File: src/design/line_pixel_rasterizer_macros.svh
// Assertion macros used by the line pixel rasterizer top level.
`ifndef LINE_PIXEL_RASTERIZER_MACROS_SVH
`define LINE_PIXEL_RASTERIZER_MACROS_SVH

// Same-cycle implication, checked on every rising edge outside reset.
`define LPR_ASSERT_IMPL(name, ante, cons, msg) \
    name: assert property (@(posedge clk) disable iff (!rst_n) (ante) |-> (cons)) \
        else $error(msg);

// Next-cycle implication, checked on every rising edge outside reset.
`define LPR_ASSERT_NEXT(name, ante, cons, msg) \
    name: assert property (@(posedge clk) disable iff (!rst_n) (ante) |=> (cons)) \
        else $error(msg);

`endif

File: src/design/lpr_pkg.sv
// Types and constants shared by the line pixel rasterizer modules.
`timescale 1ns / 1ps

package lpr_pkg;

    localparam int COORD_W = 6;
    localparam int PIX_W   = 8;
    localparam int WIN_W   = 7;
    localparam int ERR_W   = 10;

    typedef logic [COORD_W-1:0] coord_t;
    typedef logic [PIX_W-1:0]   pix_t;
    typedef logic [WIN_W-1:0]   win_t;
    typedef logic signed [ERR_W-1:0] err_t;

    // Register indexes on the configuration port.
    localparam logic [1:0] REG_WIN_W = 2'd0;
    localparam logic [1:0] REG_WIN_H = 2'd1;
    localparam logic [1:0] REG_X_OFF = 2'd2;
    localparam logic [1:0] REG_Y_OFF = 2'd3;

    // A classified line request as it sits in the queue.
    typedef struct packed {
        coord_t x0;
        coord_t y0;
        coord_t x1;
        coord_t y1;
        coord_t dx;
        coord_t dy;
        logic   x_dec;
        logic   y_dec;
    } lpr_cmd_t;

    // Window and offset settings.
    typedef struct packed {
        win_t win_w;
        win_t win_h;
        pix_t x_off;
        pix_t y_off;
    } lpr_cfg_t;

    // Queue fill status.
    typedef struct packed {
        logic full;
        logic empty;
    } lpr_qstat_t;

endpackage

File: src/design/lpr_front.sv
// Front end: accepts line requests, clamps endpoints and works out deltas and directions.
`timescale 1ns / 1ps

module lpr_front #(
    parameter int COORD_SPAN = 64
) (
    input  logic               start,
    input  lpr_pkg::coord_t    start_x,
    input  lpr_pkg::coord_t    start_y,
    input  lpr_pkg::coord_t    end_x,
    input  lpr_pkg::coord_t    end_y,
    input  lpr_pkg::lpr_qstat_t qstat,
    output logic               busy,
    output logic               push,
    output lpr_pkg::lpr_cmd_t  cmd
);
    import lpr_pkg::*;

    localparam coord_t MAX_C = coord_t'(COORD_SPAN - 1);

    coord_t x0;
    coord_t y0;
    coord_t x1;
    coord_t y1;

    // Saturate endpoints that lie beyond the coordinate span.
    always_comb
    begin
        x0 = (start_x > MAX_C) ? MAX_C : start_x;
        y0 = (start_y > MAX_C) ? MAX_C : start_y;
        x1 = (end_x > MAX_C) ? MAX_C : end_x;
        y1 = (end_y > MAX_C) ? MAX_C : end_y;
    end

    // Absolute deltas and step directions for the walk.
    always_comb
    begin
        cmd.x0    = x0;
        cmd.y0    = y0;
        cmd.x1    = x1;
        cmd.y1    = y1;
        cmd.dx    = (x1 > x0) ? coord_t'(x1 - x0) : coord_t'(x0 - x1);
        cmd.dy    = (y1 > y0) ? coord_t'(y1 - y0) : coord_t'(y0 - y1);
        cmd.x_dec = !(x0 < x1);
        cmd.y_dec = !(y0 < y1);
    end

    // A request is taken whenever the queue has room.
    assign busy = qstat.full;
    assign push = start && !qstat.full;

endmodule

File: src/design/lpr_queue.sv
// Two-entry queue of classified line requests between front end and walker.
`timescale 1ns / 1ps

module lpr_queue (
    input  logic                clk,
    input  logic                rst_n,
    input  logic                push,
    input  lpr_pkg::lpr_cmd_t   wr_cmd,
    input  logic                pop,
    output lpr_pkg::lpr_cmd_t   head,
    output lpr_pkg::lpr_qstat_t qstat,
    output logic [1:0]          count
);
    import lpr_pkg::*;

    lpr_cmd_t   entry_reg [2];
    logic       wr_ptr_reg;
    logic       wr_ptr_next;
    logic       rd_ptr_reg;
    logic       rd_ptr_next;
    logic [1:0] count_reg;
    logic [1:0] count_next;

    // Pointer and fill count update.
    always_comb
    begin
        wr_ptr_next = push ? !wr_ptr_reg : wr_ptr_reg;
        rd_ptr_next = pop ? !rd_ptr_reg : rd_ptr_reg;
        count_next  = count_reg;
        if (push && !pop)
        begin
            count_next = count_reg + 2'd1;
        end
        else if (pop && !push)
        begin
            count_next = count_reg - 2'd1;
        end
    end

    always_ff @(posedge clk or negedge rst_n)
    begin
        if (!rst_n)
        begin
            wr_ptr_reg <= 1'b0;
            rd_ptr_reg <= 1'b0;
            count_reg  <= 2'd0;
        end
        else
        begin
            wr_ptr_reg <= wr_ptr_next;
            rd_ptr_reg <= rd_ptr_next;
            count_reg  <= count_next;
        end
    end

    // Entry storage.
    always_ff @(posedge clk)
    begin
        if (push)
        begin
            entry_reg[wr_ptr_reg] <= wr_cmd;
        end
    end

    assign head        = entry_reg[rd_ptr_reg];
    assign qstat.full  = (count_reg == 2'd2);
    assign qstat.empty = (count_reg == 2'd0);
    assign count       = count_reg;

endmodule

File: src/design/lpr_walk.sv
// Back end: runs the Bresenham error walk and emits one point per cycle.
`timescale 1ns / 1ps

module lpr_walk (
    input  logic                clk,
    input  logic                rst_n,
    input  lpr_pkg::lpr_cfg_t   cfg,
    input  lpr_pkg::lpr_qstat_t qstat,
    input  lpr_pkg::lpr_cmd_t   head,
    output logic                pop,
    output logic                active,
    output logic                result_valid,
    output lpr_pkg::pix_t       pixel_x,
    output lpr_pkg::pix_t       pixel_y,
    output logic                visible,
    output logic                last
);
    import lpr_pkg::*;

    localparam logic ST_IDLE = 1'b0;
    localparam logic ST_WALK = 1'b1;

    logic   state_reg;
    logic   state_next;
    coord_t x_reg;
    coord_t x_next;
    coord_t y_reg;
    coord_t y_next;
    coord_t xe_reg;
    coord_t ye_reg;
    coord_t dx_reg;
    coord_t dy_reg;
    logic   x_dec_reg;
    logic   y_dec_reg;
    err_t   err_reg;
    err_t   err_next;
    err_t   dx_e;
    err_t   dy_e;
    logic signed [ERR_W:0] e2;
    logic signed [ERR_W:0] dx_w;
    logic signed [ERR_W:0] dy_w;
    logic   done;
    logic   step_x;
    logic   step_y;
    logic   load;
    logic   valid_reg;
    pix_t   pixel_x_reg;
    pix_t   pixel_y_reg;
    logic   visible_reg;
    logic   last_reg;

    // Error term comparisons for one step.
    always_comb
    begin
        dx_e   = err_t'({{(ERR_W - COORD_W){1'b0}}, dx_reg});
        dy_e   = err_t'({{(ERR_W - COORD_W){1'b0}}, dy_reg});
        dx_w   = {1'b0, dx_e};
        dy_w   = {1'b0, dy_e};
        e2     = {err_reg, 1'b0};
        step_x = (e2 > -dy_w);
        step_y = (e2 < dx_w);
        done   = (x_reg == xe_reg) && (y_reg == ye_reg);
    end

    // Sequencer: take a new line when idle or when the current one finishes.
    always_comb
    begin
        load       = 1'b0;
        state_next = state_reg;
        unique case (state_reg)
            ST_IDLE:
            begin
                if (!qstat.empty)
                begin
                    load       = 1'b1;
                    state_next = ST_WALK;
                end
            end
            ST_WALK:
            begin
                if (done)
                begin
                    load       = !qstat.empty;
                    state_next = qstat.empty ? ST_IDLE : ST_WALK;
                end
            end
            default:
            begin
                state_next = ST_IDLE;
            end
        endcase
    end

    // Next walk position and error term.
    always_comb
    begin
        x_next   = x_reg;
        y_next   = y_reg;
        err_next = err_reg;
        if (load)
        begin
            x_next   = head.x0;
            y_next   = head.y0;
            err_next = err_t'({{(ERR_W - COORD_W){1'b0}}, head.dx})
                     - err_t'({{(ERR_W - COORD_W){1'b0}}, head.dy});
        end
        else if (state_reg == ST_WALK && !done)
        begin
            if (step_x)
            begin
                x_next = x_dec_reg ? coord_t'(x_reg - 1'b1) : coord_t'(x_reg + 1'b1);
            end
            if (step_y)
            begin
                y_next = y_dec_reg ? coord_t'(y_reg - 1'b1) : coord_t'(y_reg + 1'b1);
            end
            err_next = err_reg - (step_x ? dy_e : '0) + (step_y ? dx_e : '0);
        end
    end

    always_ff @(posedge clk or negedge rst_n)
    begin
        if (!rst_n)
        begin
            state_reg <= ST_IDLE;
            valid_reg <= 1'b0;
        end
        else
        begin
            state_reg <= state_next;
            valid_reg <= (state_reg == ST_WALK);
        end
    end

    // Walk registers and the registered result.
    always_ff @(posedge clk)
    begin
        x_reg   <= x_next;
        y_reg   <= y_next;
        err_reg <= err_next;
        if (load)
        begin
            xe_reg    <= head.x1;
            ye_reg    <= head.y1;
            dx_reg    <= head.dx;
            dy_reg    <= head.dy;
            x_dec_reg <= head.x_dec;
            y_dec_reg <= head.y_dec;
        end
        pixel_x_reg <= cfg.x_off + pix_t'({{(PIX_W - COORD_W){1'b0}}, x_reg});
        pixel_y_reg <= cfg.y_off + pix_t'({{(PIX_W - COORD_W){1'b0}}, y_reg});
        visible_reg <= (win_t'({{(WIN_W - COORD_W){1'b0}}, x_reg}) < cfg.win_w)
                    && (win_t'({{(WIN_W - COORD_W){1'b0}}, y_reg}) < cfg.win_h);
        last_reg    <= done;
    end

    assign pop          = load;
    assign active       = (state_reg == ST_WALK);
    assign result_valid = valid_reg;
    assign pixel_x      = pixel_x_reg;
    assign pixel_y      = pixel_y_reg;
    assign visible      = visible_reg;
    assign last         = last_reg;

endmodule

File: src/design/line_pixel_rasterizer.sv
// Top level of the line pixel rasterizer: register port, front end, queue and walker.
`timescale 1ns / 1ps
// A line request (start_x, start_y, end_x, end_y) is taken at a rising edge with
// start high and busy low. Endpoints beyond the coordinate span saturate to its edge.
// Each point of the line, start and end included, comes out for one cycle with
// result_valid high: pixel_x/pixel_y are the point plus the offsets (mod 256),
// visible flags points inside the window, last marks the end point.
// With the walker idle, a request's first point passes through the queue, the walker's
// position registers and the output register. The walker then yields one point per
// cycle; a line has max(|dx|, |dy|) + 1 points, at most COORD_SPAN, and the walker's
// single error loop sets this rate. A queued line follows its predecessor with no gap.
// Two requests wait in the queue ahead of the walker; busy is high while it is full.
// The receiver cannot stall: every point is shown exactly once.
// Window and offsets are set through the APB port (width, height, x offset, y offset
// at 0x0, 0x4, 0x8, 0xC) by the user only while no line is in progress; not enforced.
// Reset clears the queue and the walker and sets a 64 by 64 window, zero offsets.

module line_pixel_rasterizer #(
    parameter int COORD_SPAN = 64
) (
    input  logic                  clk,
    input  logic                  rst_n,
    input  logic                  psel,
    input  logic                  penable,
    input  logic                  pwrite,
    input  logic [3:0]            paddr,
    input  logic [31:0]           pwdata,
    output logic [31:0]           prdata,
    output logic                  pready,
    input  logic                  start,
    output logic                  busy,
    input  lpr_pkg::coord_t       start_x,
    input  lpr_pkg::coord_t       start_y,
    input  lpr_pkg::coord_t       end_x,
    input  lpr_pkg::coord_t       end_y,
    output logic                  result_valid,
    output lpr_pkg::pix_t         pixel_x,
    output lpr_pkg::pix_t         pixel_y,
    output logic                  visible,
    output logic                  last
);
    import lpr_pkg::*;

`include "line_pixel_rasterizer_macros.svh"

    lpr_cfg_t   cfg_reg;
    lpr_cfg_t   cfg_next;
    logic       cfg_wr;
    logic [1:0] reg_idx;
    logic       push;
    logic       pop;
    logic       walk_active;
    lpr_cmd_t   front_cmd;
    lpr_cmd_t   head_cmd;
    lpr_qstat_t qstat;
    logic [1:0] q_count;

    // Configuration register writes.
    assign pready  = 1'b1;
    assign reg_idx = paddr[3:2];
    assign cfg_wr  = psel && penable && pwrite && pready;

    always_comb
    begin
        cfg_next = cfg_reg;
        if (cfg_wr)
        begin
            unique case (reg_idx)
                REG_WIN_W: cfg_next.win_w = pwdata[WIN_W-1:0];
                REG_WIN_H: cfg_next.win_h = pwdata[WIN_W-1:0];
                REG_X_OFF: cfg_next.x_off = pwdata[PIX_W-1:0];
                REG_Y_OFF: cfg_next.y_off = pwdata[PIX_W-1:0];
                default:   cfg_next = cfg_reg;
            endcase
        end
    end

    always_ff @(posedge clk or negedge rst_n)
    begin
        if (!rst_n)
        begin
            cfg_reg.win_w <= win_t'(64);
            cfg_reg.win_h <= win_t'(64);
            cfg_reg.x_off <= '0;
            cfg_reg.y_off <= '0;
        end
        else
        begin
            cfg_reg <= cfg_next;
        end
    end

    // Register read-back.
    always_comb
    begin
        unique case (reg_idx)
            REG_WIN_W: prdata = {{(32 - WIN_W){1'b0}}, cfg_reg.win_w};
            REG_WIN_H: prdata = {{(32 - WIN_W){1'b0}}, cfg_reg.win_h};
            REG_X_OFF: prdata = {{(32 - PIX_W){1'b0}}, cfg_reg.x_off};
            REG_Y_OFF: prdata = {{(32 - PIX_W){1'b0}}, cfg_reg.y_off};
            default:   prdata = '0;
        endcase
    end

    lpr_front #(
        .COORD_SPAN (COORD_SPAN)
    ) u_front (
        .start   (start),
        .start_x (start_x),
        .start_y (start_y),
        .end_x   (end_x),
        .end_y   (end_y),
        .qstat   (qstat),
        .busy    (busy),
        .push    (push),
        .cmd     (front_cmd)
    );

    lpr_queue u_queue (
        .clk    (clk),
        .rst_n  (rst_n),
        .push   (push),
        .wr_cmd (front_cmd),
        .pop    (pop),
        .head   (head_cmd),
        .qstat  (qstat),
        .count  (q_count)
    );

    lpr_walk u_walk (
        .clk          (clk),
        .rst_n        (rst_n),
        .cfg          (cfg_reg),
        .qstat        (qstat),
        .head         (head_cmd),
        .pop          (pop),
        .active       (walk_active),
        .result_valid (result_valid),
        .pixel_x      (pixel_x),
        .pixel_y      (pixel_y),
        .visible      (visible),
        .last         (last)
    );

    // Consistency checks on queue and walker.
    `LPR_ASSERT_IMPL(a_pop_nonempty, pop, q_count != 2'd0, "pop from an empty queue")
    `LPR_ASSERT_IMPL(a_count_bound, 1'b1, q_count != 2'd3, "queue count out of range")
    `LPR_ASSERT_IMPL(a_result_from_walk, result_valid, $past(walk_active), "result without walk")
    `LPR_ASSERT_NEXT(a_line_contiguous, result_valid && !last, result_valid, "gap inside a line")

endmodule
File: config.mk
export PLATFORM = sky130hd
export DESIGN_NAME = line_pixel_rasterizer
export DESIGN_NICKNAME = d
export VERILOG_FILES = /design/src/design/lpr_pkg.sv /design/src/design/lpr_front.sv /design/src/design/lpr_queue.sv /design/src/design/lpr_walk.sv /design/src/design/line_pixel_rasterizer.sv
export VERILOG_INCLUDE_DIRS = /design/src /design/src/design
export SDC_FILE = /design/constraint.sdc
export NUM_CORES = 1
export LEC_CHECK = 0
export ABC_AREA = 1
export BUFFER_PORTS_ARGS = -buffer_cell sky130_fd_sc_hd__buf_4
export CAP_MARGIN = 20
export CORE_MARGIN = 4
export CORE_UTILIZATION = 55
export CTS_BUF_LIST = sky130_fd_sc_hd__clkbuf_4
export DETAILED_ROUTE_END_ITERATION = 10
export PLACE_DENSITY = 0.85
export SLEW_MARGIN = 20
export SYNTH_ARGS = -nofsm -noshare
export SYNTH_HDL_FRONTEND = slang
export SYNTH_SLANG_ARGS = --single-unit
File: constraint.sdc
create_clock -name clk -period 4 [get_ports clk]
set_clock_uncertainty 0.05 [all_clocks]
set_input_delay 0.8 -clock clk [delete_from_list [all_inputs] [get_ports clk]]
set_output_delay 0.8 -clock clk [all_outputs]
set_load 0.01 [all_outputs]
# Word level (Yosys, flattened, before mapping)
# Memories as Yosys holds them, arrays and structs flattened.
# Cells that the tools add are included.
# W data, S select, Z words.
# word_totals
regBits	102
ramBits	76
input_bits	66
elab_cells	115
n_memories	1
# classes
addsub	16
magnitude_cmp	12
n_eq_ne	6
n_mux	28
n_bitwise	1
reduce_logical	29
# mem_list
name	words	word_bits	rd	rd_clocked_by_memory_dff	write_ports	line	text
u_queue.entry_reg	2	38	1	0	1	lpr_queue.sv:16	lpr_cmd_t entry_reg [2];
# op_table
operator	count
$pmux W32 S4	1
$mux W6	16
$gt A6 B6 Y1 const B	4
$sub A6 B6 Y6	4
$mux W10	2
$add A8 B6 Y8	2
$lt A6 B7 Y1	2
$add A6 B1 Y6 const B	2
$eq A6 B6 Y1	2
$gt A6 B6 Y1	2
$lt A6 B6 Y1	2
$reduce_and A2 Y1	6
$sub A6 B1 Y6 const B	2
$gt A11 B11 Y1	1
$lt A11 B7 Y1	1
$neg A6 Y11	1
$add A10 B10 Y10	1
$sub A10 B10 Y10	1
$logic_not A1 Y1	9
$logic_and A1 B1 Y1	8
$reduce_bool A2 Y1	4
$sub A6 B6 Y7	1
$eq A2 B2 Y1 const B	3
$mux W1	5
other kinds (7)	10

# Longest topological paths before layout
# Gate-level depths: netlist of the first run.
# depth
word_depth	7
mapped_depth	25
depth_no_buf	25

# Cells and area by module
# Synthesis of the first run repeated with hierarchy kept, for this count alone.
# hier_totals
cells_unflattened	1184
hier_area_um2	10945.5
# modules_own_cells
module	instances	cells_per_inst	area_each_um2
lpr_walk	1	581	4931.0
lpr_queue	1	143	2995.4
line_pixel_rasterizer	1	211	1669.1
lpr_front	1	249	1350.0

# Least setup slack after synthesis of the first run
# OpenSTA, ideal clock, no wires.
# synth_timing
path_kind	reg2reg
start	reg u_walk.dy_reg[0]
end	reg u_walk.err_reg[9], data pin
setup_ns	0.256
arrival_time_ns	3.464
path_slack_ns	0.230
stages_incl_launch_ff	26
n_path_buf	0
period_less_slack_ns	3.770
cell_sequence	edfxtp_1 > inv_1 > ha_1 > nand3_1 > nor3_1 > ha_1 > nand2_1 > inv_1 > nand2_1 > inv_1 > nand2_1 > nand3_1 > a21oi_1 > nand2_1 > nor2_1 > fa_1 > inv_1 > ha_1 > a21oi_1 > nor2_1 > o21ai_0 > nand3_1 > nand2_1 > nand2_1 > nand2_1 > nand2_1
# synth_between
elab_chain_len	7
# synth_rtl
item	line	text
start: declaration	lpr_walk.sv:32	coord_t dy_reg;
start signal: assignment	lpr_walk.sv:146	dy_reg <= head.dy;
$neg A6 Y11	lpr_walk.sv:60	step_x = (e2 > -dy_w);
$gt A11 B11 Y1	lpr_walk.sv:60	
$mux W6 *	lpr_walk.sv:117	err_next = err_reg - (step_x ? dy_e : '0) + (step_y ? dx_e : '0);
$sub A10 B10 Y10 *	lpr_walk.sv:117	
$add A10 B10 Y10 *	lpr_walk.sv:117	
$mux W10 *	lpr_walk.sv:107	else if (state_reg == ST_WALK && !done)
$mux W10 *	lpr_walk.sv:100	if (load)
via u_walk.err_next[9]	lpr_walk.sv:36	err_t err_next;
end signal: assignment	lpr_walk.sv:140	err_reg <= err_next;
end: declaration	lpr_walk.sv:35	err_t err_reg;
# The timed path passes the listed nets; every way through them passes the cells marked *. The select of a mux whose other input is x is not followed.
# A chain may end at the register's enable or synchronous reset.

# Final worst setup path of the first run
# layout_timing
start	reg u_walk.dy_reg[1]
end	reg u_walk.err_reg[5], data pin
# Same word-level chain as after synthesis.

==> flow_metrics.tcl, run 1 <==
set metrics [dict create \
    post_layout_nonfiller_instances 1544 \
    drv_slew 0 \
    outcome "complete, but fails checks" \
    htreeDepth 4 \
    ant_nets 0 \
    yosys_most_used_dff "edfxtp_1" \
    fmax_mhz 235.3 \
    first_iter_violations 687 \
    final_core_util_pct 63.68 \
    setup_viol 8 \
    final_cell_mix "nand2_1 (329), inv_1 (170), edfxtp_1 (124)" \
    die_w_um 147.6 \
    ys_seq_area_share_pct 46.54 \
    initial_core_util_pct 56.53 \
    rsz0062_at_grt "yes" \
    cts_tree "done" \
    io_pins 119 \
    clockRootBuffer "clkbuf_4" \
    area_delta_synth_final_pct 12.64 \
    synth_edf_count 124 \
    worstMarginPinSlew_ns 0.8405 \
    syn-mean-instance-area_um2 8.945 \
    ys_types 42 \
    period_share_pct 106.2 \
    critPathMaxFanout 6 \
    p_leak_nw 5.867 \
    hold_viol_final 0 \
    setup.worst_path.end_class "flip-flop" \
    cts_buffer_depth 2 \
    rows 50 \
    drt_pass1_iterations 5 \
    relSlewSlack_pct 43.76 \
    antenna_found_initial 1 \
    layout-drive-gt1-share_pct 15.51 \
    final_common_cell "nand2_1" \
    setup_ws_ns -0.2495 \
    port_buffers 67 \
    numCtsBuffers 17 \
    netlist_instances 1198 \
    placed_cells 1499 \
    power_density_nw_per_um2 707.6 \
    cp.arrival_ns 4.66 \
    synthArstFlopShare_pct 20.22 \
    totalWireLength_um 23600 \
    fp.dieH_um 147.6 \
    pre_cts_ws_ns -0.2792 \
    grt_first_pass_wirelength_um 36770 \
    start_kind "flip-flop" \
    core-area_um2 18960 \
    gr-total-overflow 0 \
    period_needed_ns 4.249 \
    netlist_area_um2 10720 \
    ys_seq_elements 178 \
    gp_congestion 0.9150 \
    vias_per_cell 5.278 \
    grt_pass1_vias 7802 \
    grt_use_total_pct 20.90 \
    violations "setup timing" \
    vdd_drop_max_mv 0.3813 \
    fill_cells 1439 \
    drc 0 \
    clk_pin_slew_ns 0.16 \
    yosysWarningCount 0 \
    cts_num_sinks 178 \
    dp_hpwl_um 16980 \
    hold_class "in2async" \
    worstSetupPathType "reg2reg" \
    drv_cap 0 \
    critPathRequiredTime_ns 4.41 \
    final_nets 1441 \
    clkLatencyLatePin_ns 0.59 \
    largest_register_ffs 76 \
    vias 8150 \
    wl_per_cell_um 15.29 \
    grt_max_degree 40 \
    die_area_um2 21780 \
]
==> worst max-delay path: stages, from the launching register on <==
cell	delay [ns]
edfxtp_1	0.44
inv_2	0.11
ha_4	0.16
buf_4	0.10
buf_4	0.09
xor2_1	0.23
ha_1	0.32
nand3_1	0.18
nand2_1	0.07
nand2_1	0.11
nand3_2	0.10
a21oi_4	0.19
nand2_4	0.14
nor2_4	0.17
fa_1	0.44
inv_2	0.10
ha_4	0.22
buf_4	0.15
nand3_1	0.10
nand2_2	0.09
a21oi_2	0.17
xor2_1	0.19
nand2_1	0.10
nand2_1	0.10
==> layout make-up <==
type,count,area (um2),area share [%]
clock buffer,18,135.1,1.119
sequential,178,4987,41.31
timing repair buffer,104,800.8,6.633
tap,260,325.3,2.695
antenna,1,2.502,0.02073
clock inverter,14,110.1,0.9121
inverter,177,664.4,5.504
multi-input combinational,792,5046,41.80
==> synth_stat cells (6+ instances only) <==
| master | instances | area share [%] |
|---|---|---|
| a21o_1 | 6 | 0.42 |
| a21oi_1 | 42 | 2.0 |
| a31oi_1 | 6 | 0.35 |
| buf_4 | 29 | 2.0 |
| clkbuf_1 | 39 | 1.4 |
| dfrtp_1 | 34 | 7.9 |
| dfxtp_1 | 18 | 3.4 |
| edfxtp_1 | 124 | 35 |
| fa_1 | 15 | 2.8 |
| ha_1 | 90 | 11 |
| inv_1 | 175 | 6.1 |
| nand2_1 | 333 | 12 |
| nand3_1 | 53 | 2.5 |
| nand4_1 | 12 | 0.70 |
| nor2_1 | 44 | 1.5 |
| o21ai_0 | 58 | 2.7 |
| or2_2 | 7 | 0.41 |
| xnor2_1 | 20 | 1.6 |
| xor2_1 | 44 | 3.6 |
==> cell families after synthesis <==
| family | after synthesis | synth area share, % |
|---|---|---|
| AND/OR/NAND/NOR | 468 | 18.05 |
| buffers and inverters | 251 | 9.994 |
| flip-flops | 178 | 46.54 |
| AO/OA/AOI/OAI | 130 | 6.807 |
| adder cells (fa/ha/maj) | 105 | 13.31 |
| XOR/XNOR | 64 | 5.231 |
| other | 2 | 0.07008 |
==> metrics by stage <==
stage	area, um2	total power [W]	TNS (ns)	hold WS, ns
floorplan	10800	0.005758	0	0.3789
global placement	11430	0.006775	-0.2186	0.3926
detailed placement	11430	0.006965	-1.257	0.3963
CTS	11720	0.007903	0	0.06018
global route	12070	0.009254	-2.944	0.06854
finish	12070	0.008541	-1.393	0.08494
==> routing by layer <==
| metal | track usage [%] | share of wire (%) |
|---|---|---|
| met1 | 26.49 | 40 |
| met5 | 0 | 0 |
| met2 | 36.20 | 51 |
| met4 | 7.083 | 2.4 |
| met3 | 3.863 | 6.8 |
==> what timing repair did <==
item | CTS | global route
gates resized for setup | 13 | 51
pin swaps | 1 | 27
endpoints found under the setup margin | 8 | 9
buffers inserted | 1 | 10
hold buffers | 0 | 0
==> final timing paths <==
check	slack (ns)	to	startpoint	depth (start not counted)
min reg2reg	0.45	u_walk.result_valid	u_walk.active	0
max reg2reg	-0.25	u_walk.err_reg[5]	u_walk.dy_reg[1]	23
max in group asynchronous	3.44	u_walk.result_valid	rst_n	1
min in group clk	0.36	u_queue.entry_reg[0][18]	end_y[4]	1
min	0.08	cfg_reg[7]	rst_n	1
max	-0.25	u_walk.err_reg[5]	u_walk.dy_reg[1]	23
==> report_power, final <==
group	switching, W	internal, W
clock network	0.000644	0.000265
logic	0.00266	0.00196
registers	0.000335	0.00268
Note: power is estimated with default switching activity, not from simulation.
==> run 2: changes to the inputs <==
- CORE_UTILIZATION: 55 -> 30
- PLACE_DENSITY: 0.85 -> 0.54
- SETUP_SLACK_MARGIN: default -> 0.3
==> run 2 against run 1 <==
Compared with the run above: the run now ends clean; clock-buffer cell count is the same; cell count grew 13%; cell area grew 2.2%; total power grew 1.5%; sequential share of layout area shrank 0.90 points; non-clock buffer count grew 1; sequential power is essentially flat; first-iteration DRC count shrank 36%; utilization shrank 28 points; die area grew 78%; critical path depth shrank 1; critical path type unchanged; largest cell class unchanged; highest routed layer unchanged.
==> flow_metrics.tcl, run 2 (synthesis gave the netlist of run 1 again) <==
set metrics [dict create \
    cts_buffer_depth 2 \
    largest_register_ffs 76 \
    totalWireLength_um 23880 \
    start_kind "flip-flop" \
    power_density_nw_per_um2 702.6 \
    ant_nets 0 \
    io_pins 119 \
    fmax_mhz 256.6 \
    pwr-share-seq_pct 34.7 \
    first_iter_violations 441 \
    port_buffers 67 \
    rsz0062_at_grt "yes" \
    outcome "completed" \
    gr-total-overflow 0 \
    final_common_cell "nand2_1" \
    vias 7576 \
    drt_pass1_iterations 5 \
    setup_viol 0 \
    switchingPower_w 0.003573 \
    cts_tree "done" \
    dp_hpwl_um 18310 \
    numCtsBuffers 17 \
    power_w 0.008670 \
    holdWs_ns 0.1201 \
    period_needed_ns 3.897 \
    rows 68 \
    die_area_um2 38810 \
    p_leak_nw 5.864 \
    area_delta_synth_final_pct 15.15 \
    gp_congestion 0.8528 \
    relSlewSlack_pct 45.74 \
    hold_viol_final 0 \
    clockRootBuffer "clkbuf_4" \
    swShare_pct 41.21 \
    grt_max_degree 40 \
    p_clk_share_pct 12.1 \
    grt_first_pass_wirelength_um 38380 \
    final_nets 1442 \
    final_cell_mix "nand2_1 (326), inv_1 (168), edfxtp_1 (124)" \
    cts_num_sinks 178 \
    vias_per_cell 4.354 \
    fp.dieH_um 197 \
    p_int_w 0.005097 \
    layout-drive-gt1-share_pct 15.65 \
    htreeDepth 4 \
    worstSetupPathType "reg2reg" \
    core-area_um2 34880 \
    worstMarginPinSlew_ns 0.8109 \
    die_w_um 197 \
    setup_ws_ns 0.1029 \
    cp.arrival_ns 4.18 \
    wl_per_cell_um 13.73 \
    clkLatencyLatePin_ns 0.57 \
    fill_cells 3554 \
    setup.worst_path.end_class "flip-flop" \
    drc 0 \
    antenna_found_initial 1 \
    hold_class "in2async" \
    grt_pass1_vias 7419 \
    drv_cap 0 \
    initial_core_util_pct 30.72 \
    pre_cts_ws_ns -0.2090 \
    period_share_pct 97.43 \
    critPathMaxFanout 6 \
    critPathRequiredTime_ns 4.29 \
    vdd_drop_max_mv 0.3519 \
    grt_use_total_pct 12.33 \
    drv_slew 0 \
    combPwrFrac_pct 53.2 \
    clk_pin_slew_ns 0.16 \
]
## run 2: changes by cell type in the layout (fill, tap and decap cells not counted), moves of 3 or more
cell,change
clkinvlp_4,+4
nand2_1,-3
buf_6,+4
nand2_2,+3
nor2_1,+3
## run 2: power groups by stage
stage	Combinational, W	Sequential, W	Clock (W)
floorplan	0.00277	0.00298	0
global placement	0.00395	0.00306	0
detailed placement	0.00400	0.00306	0
CTS	0.00423	0.00302	0.00108
global route	0.00525	0.00307	0.00117
finish	0.00461	0.00301	0.00105
## run 2: stage by stage
stage	cell area [um2]	utilization, %	TNS [ns]	cells
2_1_floorplan	10810	-	0	1221
3_3_place_gp	11720	33.59	-0.4582	1699
3_5_place_dp	11720	33.59	-0.7233	1699
4_1_cts	12220	35.02	0	1736
5_1_grt	12340	35.38	-0.9803	1740
6_report	12340	35.38	0	1740
## run 2: cell type report
type	count	area [um2]	share of cell area, %
clock inverter	14	155.1	1.257
clock buffer	18	135.1	1.095
tap	455	569.3	4.613
sequential	178	4987	40.41
timing repair buffer	105	810.8	6.570
inverter	177	664.4	5.384
multi-input combinational	792	5016	40.65
antenna	1	2.502	0.02028
## run 2: final timing paths
check                                      start                       end  slack (ns)  depth (start not counted)
worst min-delay path                       rst_n               cfg_reg[15]        0.12                          1
max in group asynchronous                  rst_n               cfg_reg[22]        3.41                          1
worst max register to register  u_walk.dy_reg[1]         u_walk.err_reg[4]        0.10                         22
worst min register to register     u_walk.active       u_walk.result_valid        0.42                          0
worst max-delay path            u_walk.dy_reg[1]         u_walk.err_reg[4]        0.10                         22
min in group clk                        end_y[3]  u_queue.entry_reg[1][17]        0.37                          1
## run 2: critical path: stages, from the launching register on
cell and delay, ns:
edfxtp_1 0.43, buf_6 0.14, nor3_4 0.21, nand3_2 0.13
xor2_1 0.18, ha_1 0.28, nand2_1 0.07, inv_2 0.04
nand2_2 0.06, nor2_1 0.04, nand2_1 0.09, nand4_1 0.16
nand2_4 0.21, nor2_4 0.04, fa_1 0.50, inv_2 0.06
fa_2 0.39, nand3_2 0.10, nand3_4 0.09, buf_6 0.13
xor2_2 0.13, nand2_1 0.07, nand2_1 0.05
## run 2: repair_timing
action | 4_1_cts | 5_1_grt
resized for setup | 34 | 28
setup buffers | 5 | 3
setup endpoints to repair | 9 | 9
pin swaps | 18 | 17
hold buffers | 0 | 0
## run 2: per-layer routing
layer | track usage [%] | part of all wire [%]
met3 | 2.188 | 3.5
met2 | 20.60 | 47
met5 | 0 | 0
met4 | 2.748 | 1.1
met1 | 16.84 | 48
